File: src/hw/rtl/discharge_interval_logger_assert.svh
// ----------------------------------------------------------------------------
// Discharge interval logger assertion macros
// Shared property wrappers used by the logger's controller and datapath.
// ----------------------------------------------------------------------------
`ifndef DISCHARGE_INTERVAL_LOGGER_ASSERT_SVH
`define DISCHARGE_INTERVAL_LOGGER_ASSERT_SVH

// Same-cycle implication, ignored while reset is held.
`define DIL_ASSERT_IMPL(label, clk, rst_n, ante, cons) \
  label: assert property (@(posedge clk) disable iff (!rst_n) (ante) |-> (cons)) \
    else $error("discharge interval logger: same-cycle property failed");

// Next-cycle implication, ignored while reset is held.
`define DIL_ASSERT_NEXT(label, clk, rst_n, ante, cons) \
  label: assert property (@(posedge clk) disable iff (!rst_n) (ante) |=> (cons)) \
    else $error("discharge interval logger: next-cycle property failed");

`endif

File: src/hw/rtl/dil_pkg.sv
// ----------------------------------------------------------------------------
// Discharge interval logger package
// Types, widths and codes shared by the logger's modules.
// ----------------------------------------------------------------------------
package dil_pkg;

  // Ring geometry.
  localparam int RING_DEPTH = 512;
  localparam int RING_AW    = $clog2(RING_DEPTH);
  localparam int FILL_W     = $clog2(RING_DEPTH + 1);
  localparam int IDX_W      = 9;
  localparam int HELD_W     = 10;
  localparam int POS_W      = ((RING_AW > IDX_W) ? RING_AW : IDX_W) + 1;

  // Statistic widths.
  localparam int MS_W   = 42;
  localparam int DROP_W = 31;
  localparam int CNT_W  = 32;
  localparam int LITMS_W = 26;

  localparam logic [9:0] MS_PER_S = 10'd1000;

  typedef enum logic [2:0] {
    OP_RECORD     = 3'd0,
    OP_READ_ERROR = 3'd1,
    OP_READ_ENTRY = 3'd2,
    OP_READ_STAT  = 3'd3,
    OP_CLEAR      = 3'd4
  } op_t;

  localparam logic [3:0] STAT_SUM_MS        = 4'd0;
  localparam logic [3:0] STAT_SUM_DROP      = 4'd1;
  localparam logic [3:0] STAT_IDLE_MS       = 4'd2;
  localparam logic [3:0] STAT_IDLE_DROP     = 4'd3;
  localparam logic [3:0] STAT_LIT_MS        = 4'd4;
  localparam logic [3:0] STAT_SKIPS         = 4'd5;
  localparam logic [3:0] STAT_ERRORS        = 4'd6;
  localparam logic [3:0] STAT_ANCHOR_TIME   = 4'd7;
  localparam logic [3:0] STAT_ANCHOR_CHARGE = 4'd8;
  localparam logic [3:0] STAT_LAST_TIME     = 4'd9;
  localparam logic [3:0] STAT_LAST_CHARGE   = 4'd10;

  typedef enum logic [1:0] {
    ST_IDLE,
    ST_EXEC,
    ST_UPD,
    ST_RESP
  } state_t;

  // One ring entry apart from its time stamp.
  typedef struct packed {
    logic [15:0] rate;
    logic [15:0] lit;
    logic [12:0] mv;
    logic [15:0] charge;
  } ring_fields_t;

  // Commands from the controller to the datapath.
  typedef struct packed {
    logic load_in;
    logic exec;
    logic update;
    logic resp_load;
  } cmd_t;

endpackage

File: src/hw/rtl/dil_ctrl.sv
// ----------------------------------------------------------------------------
// Discharge interval logger controller
// Sequences capture, execute, update and result load for one request.
// ----------------------------------------------------------------------------
`include "discharge_interval_logger_assert.svh"

module dil_ctrl (
  input  logic           clk,
  input  logic           rst_n,
  input  logic           in_valid,
  output logic           in_ready,
  output logic           out_valid,
  input  logic           out_ready,
  output dil_pkg::cmd_t  cmd
);

  dil_pkg::state_t state_r, state_nxt;
  logic            out_valid_r, out_valid_nxt;
  logic            slot_free;
  logic            resp_fire;

  assign slot_free = !out_valid_r || out_ready;
  assign resp_fire = (state_r == dil_pkg::ST_RESP) && slot_free;

  always_ff @(posedge clk) begin
    if (!rst_n) begin
      state_r     <= dil_pkg::ST_IDLE;
      out_valid_r <= 1'b0;
    end else begin
      state_r     <= state_nxt;
      out_valid_r <= out_valid_nxt;
    end
  end

  always_comb begin
    state_nxt     = state_r;
    out_valid_nxt = out_valid_r && !out_ready;
    cmd           = '0;
    in_ready      = 1'b0;
    case (state_r)
      dil_pkg::ST_IDLE: begin
        in_ready = 1'b1;
        if (in_valid) begin
          cmd.load_in = 1'b1;
          state_nxt   = dil_pkg::ST_EXEC;
        end
      end
      dil_pkg::ST_EXEC: begin
        cmd.exec  = 1'b1;
        state_nxt = dil_pkg::ST_UPD;
      end
      dil_pkg::ST_UPD: begin
        cmd.update = 1'b1;
        state_nxt  = dil_pkg::ST_RESP;
      end
      dil_pkg::ST_RESP: begin
        if (slot_free) begin
          cmd.resp_load = 1'b1;
          out_valid_nxt = 1'b1;
          state_nxt     = dil_pkg::ST_IDLE;
        end
      end
      default: begin
        state_nxt = dil_pkg::ST_IDLE;
      end
    endcase
  end

  assign out_valid = out_valid_r;

  `DIL_ASSERT_NEXT(a_accept_to_exec, clk, rst_n, in_valid && in_ready, state_r == dil_pkg::ST_EXEC)
  `DIL_ASSERT_NEXT(a_exec_to_upd, clk, rst_n, state_r == dil_pkg::ST_EXEC, state_r == dil_pkg::ST_UPD)
  `DIL_ASSERT_NEXT(a_resp_loads, clk, rst_n, resp_fire, out_valid_r && (state_r == dil_pkg::ST_IDLE))

endmodule

File: config.mk
export PLATFORM = sky130hd
export DESIGN_NAME = dil_ctrl
export DESIGN_NICKNAME = d
export VERILOG_FILES = /design/src/hw/rtl/dil_pkg.sv /design/src/hw/rtl/dil_ctrl.sv
export VERILOG_INCLUDE_DIRS = /design/src /design/src/hw/rtl
export SDC_FILE = /design/constraint.sdc
export NUM_CORES = 1
export LEC_CHECK = 0
export BUFFER_PORTS_ARGS = -buffer_cell sky130_fd_sc_hd__buf_2
export CORE_AREA = 4 4 41 43
export CTS_CLUSTER_DIAMETER = 30
export DETAILED_ROUTE_END_ITERATION = 6
export DIE_AREA = 0 0 45 47
export MAX_ROUTING_LAYER = met4
export SYNTH_ARGS = -nofsm -noshare
export SYNTH_HDL_FRONTEND = slang
export SYNTH_SLANG_ARGS = --single-unit
File: constraint.sdc
create_clock -name clk -period 1.6 [get_ports clk]
set_clock_uncertainty 0.1 [all_clocks]
set_input_delay 0.32 -clock clk [delete_from_list [all_inputs] [get_ports clk]]
set_output_delay 0.32 -clock clk [all_outputs]
set_load 0.005 [all_outputs]
**After elaboration in Yosys (flattened, before gate mapping)**

Index checks and enable logic that the tools add are counted.

- Output and inout port bits: 6
- Bits in registers: 3

- Equality and inequality tests: 5
- Reduce and logical (&&, ||, !) cells: 6
- Muxes and demuxes: 12

Operators by type and width:

| kind | count |
|---|---|
| 1-bit 2-to-1 mux | 9 |
| 2-bit one-hot mux with 4 select lines | 1 |
| 2-bit equality test (second input constant) | 2 |
| 2-bit 2-to-1 mux | 2 |
| 2-bit != test (second input constant) | 2 |
| 2-bit by 1-bit equality test with 1-bit output (second input constant) | 1 |
| 1-bit zero test | 2 |
| 2-bit zero test | 1 |
| 2-bit AND reduction | 1 |
| 1-bit logical AND | 1 |
| 1-bit logical OR | 1 |

**Depth between registers and ports, before layout**

- Word-level depth: 4
- Mapped depth: 4

**Worst setup path after synthesis**

No wires, ideal clock.

- Kind: reg2reg
- From: register state_r[0]
- To: register state_r[0]
- Stages on the path, launching flop included: 5
- Data arrival time: 1.036 ns
- Path slack: 0.349 ns
- Cell sequence: dfxtp_1 > inv_1 > ha_1 > o31a_1 > o21a_1

- Longest elaborated chain between the ends: 3

Ends and longest elaborated chain:

| element | line | text |
|---|---|---|
| from (decl) | dil_ctrl.sv:17 | `dil_pkg::state_t state_r, state_nxt;` |
| from (signal assigned) | dil_ctrl.sv:27 | `state_r <= dil_pkg::ST_IDLE;` |
| from (signal assigned) | dil_ctrl.sv:30 | `state_r <= state_nxt;` |
| 2-bit equality test / 2-bit zero test (equally long branches) | dil_ctrl.sv:40 | `case (state_r)` |
| 2-bit != test (no source line) | n/a |  |
| 2-bit AND reduction (no source line) | n/a |  |

Parallel ways exist; a longest one is shown, timed or not.
A chain may end at the register's enable or synchronous reset.

==> results.md <==
- Status: finished, final reports clean
- Final core occ: 0.226
- Antenna-violating nets left: 0
- CP Capture Type: output port
- Period minus WS final: 1.56 ns
- Yosys warnings: 0
- Worst r2r path cells: 4
- Placed cells: 45
- Ports: 10
- CP Cell Sequence: inv_1 > ha_1 > and2_1 > buf_2
- Startpoint type of the worst setup path: flop
- Die H: 47 µm
- Starting Density: 0.155
- Final Hold Vio Count: 0
- Cts bufs inserted: 3
- Max-slew violations: 0
- Slew HR: 0.896
- Hold WS: 0.251 ns
- Cell taking the most area after synthesis: dfxtp_1
- FF+latch count, synth: 3
- # rows: 13
- Residual DRC: 0
- Vias in the first global route: 132
- Die Width: 45 µm
- Slew of the pin with the lowest slew margin: 0.156 ns
- DP Worst Slack: 0.239 ns
- Core box area: 0.00130 mm²
- Layout area overhead: 46.0%
- Worst Setup SP: state_r[0]$_SDFFE_PN0P_
- Drt pass-1 iters: 2
- First DRT Iteration DRCs: 2
- Unrepaired setup endpoints after global routing: false
- Register area share after synthesis: 0.298
- Hold WC Path Type: input port to flop
- CP Max Fanout: 4
- Worst EP arrival: 1.14 ns
- Total power: 502 µW
- Initial antenna violation count: 0
- DP HPWL: 327 µm
- Clock Tree Buf Depth: 2
- Mapped Area: 201 µm²
- Cells after synthesis: 21
- Routed WL: 409 µm
- Skew-Pair Late Insertion Delay: 0.23 ns
- H-tree Lvls: 1
- Endpoint, Worst Hold: out_valid$_SDFF_PN0_
- Worst reg2reg endpoint: state_r[0]$_SDFFE_PN0P_
- Total GRT Usage: 0.0440
- # Max-Cap Violations: 0
- Final Setup Violations: 0
- Final period utilization: 0.974
- Worst Hold Depth: 2
- First-pass GRT wire length: 552 µm
- Aggregate global routing overflow: 0
- Pwr dens: 1710 mW/mm²
- Die ar.: 0.00212 mm²
- Mean Syn Cell Area: 9.59 µm²
- Input/output buffers: 9
- Top cells by area, synth: dfxtp_1 30%, ha_1 25%, o21a_1 7.5%
- Area after DPL: 265 µm²
- Hold-fix buffers, CTS: 0
- Commonest cells after routing, fill and taps aside: 9 x buf_2, 4 x ha_1, 3 x inv_1, 3 x clkbuf_4
- Layout Cells excl Fill: 49
- Net count, final: 43
- Vias per std cell: 3.57
- Clock sink count: 3
- CTS tree: yes
- Inserted Diodes: 0
- Slowest Stage Delay on Critical Path: 0.34 ns
- R2R Path Start: state_r[0]$_SDFFE_PN0P_
- Worst EP required: 1.18 ns
- Hold path startpoint: rst_n
- Post-Layout Inst Area: 294 µm²
- Top cell type's share of synthesized area: 0.298
- CTS root buf: clkbuf_4
- Largest net degree at the start of global routing: 5
- Worst R2R Setup Slack: 0.32 ns
- Routed vias: 175
- Setup TNS: 0 ns
- CTS clock-pin slew for the worst setup and hold paths: 0.04 ns
- Synth unique cells: 12
- Most common library cell in the layout ignoring fill and taps: buf_2
- Routability congestion estimate: 0.659
- Setup ws final: 0.0416 ns
- Worst vdd ir: 0.000696 V
- Leak: 0.160 nW
- Syn_nets: 29
- Routed len/inst: 8.35 µm
- Critical path class: flop to output port
- Peak Freq: 642 MHz
- Layout cells sized above 1: 0.471
- CP max-delay cell: dfxtp_2
[logic make-up (layout without fill, tap and decap cells)]
kind of cell | Yosys count | in the layout | synth area share
DFF | 3 | 3 | 0.298
adders and majority gates | 4 | 4 | 0.248
and+or+nand+nor | 6 | 6 | 0.186
AOI/OAI and AO/OA | 4 | 4 | 0.161
muxes | 1 | 1 | 0.0497
buffers and inverters | 3 | 16 | 0.0559
[layer usage]
layer | track usage | vias up | routed length (µm) | share of wire
met5 | - | - | 0 | 0
met2 | 0.0452 | 7 | 148 | 0.36
li1 | - | 97 | - | -
met3 | 0.0460 | 0 | 52 | 0.13
met4 | 0.0351 | 0 | 0 | 0
met1 | 0.0455 | 71 | 208 | 0.51
[flip-flops by register name, indices dropped and copies added, names as in the netlist]
name	count
out_valid	1
state_r	2
[synth_stat cells, drive strengths merged]
master / count
o21a: 2
and2: 1
ha: 4
inv: 3
mux2i: 1
a21oi: 1
nand2: 2
nor2b: 1
and2b: 1
o31a: 1
and3b: 1
dfxtp: 3
[how the worst max path moves through the flow]
stage                               to  slack, ns  depth (start not counted)
6_report                        cmd[3]       0.04                          4
5_1_grt                         cmd[3]       0.01                          4
4_1_cts                         cmd[3]       0.03                          4
3_5_place_dp                    cmd[3]       0.24                          4
3_3_place_gp                    cmd[3]       0.27                          4
2_1_floorplan  state_r[0]$_SDFFE_PN0P_       0.35                          4
[power breakdown]
group / switching [mW] / internal, mW
clock network: 0.0367 / 0.0933
logic: 0.112 / 0.120
registers: 0.0289 / 0.111
[layout make-up]
cell class,instances,area (µm²)
clock buffer,4,26.3
tap,15,18.8
timing repair buffer,9,45.0
sequential,3,62.6
inverter,3,11.3
multi-input combinational,15,130
fill,155,1010
[critical path, delay by kind of cell, from the launching register on]
family	cells	cell delay, ns
simple gates	1	0.15
buf+inv	2	0.18
fa+ha+maj	1	0.24
flops	1	0.34
[repair_timing]
item,4_1_cts,5_1_grt
endpoints found under the setup margin,1,0
setup buffers,0,0
gates resized for setup,2,0
Power figures use the tool's default switching activity.
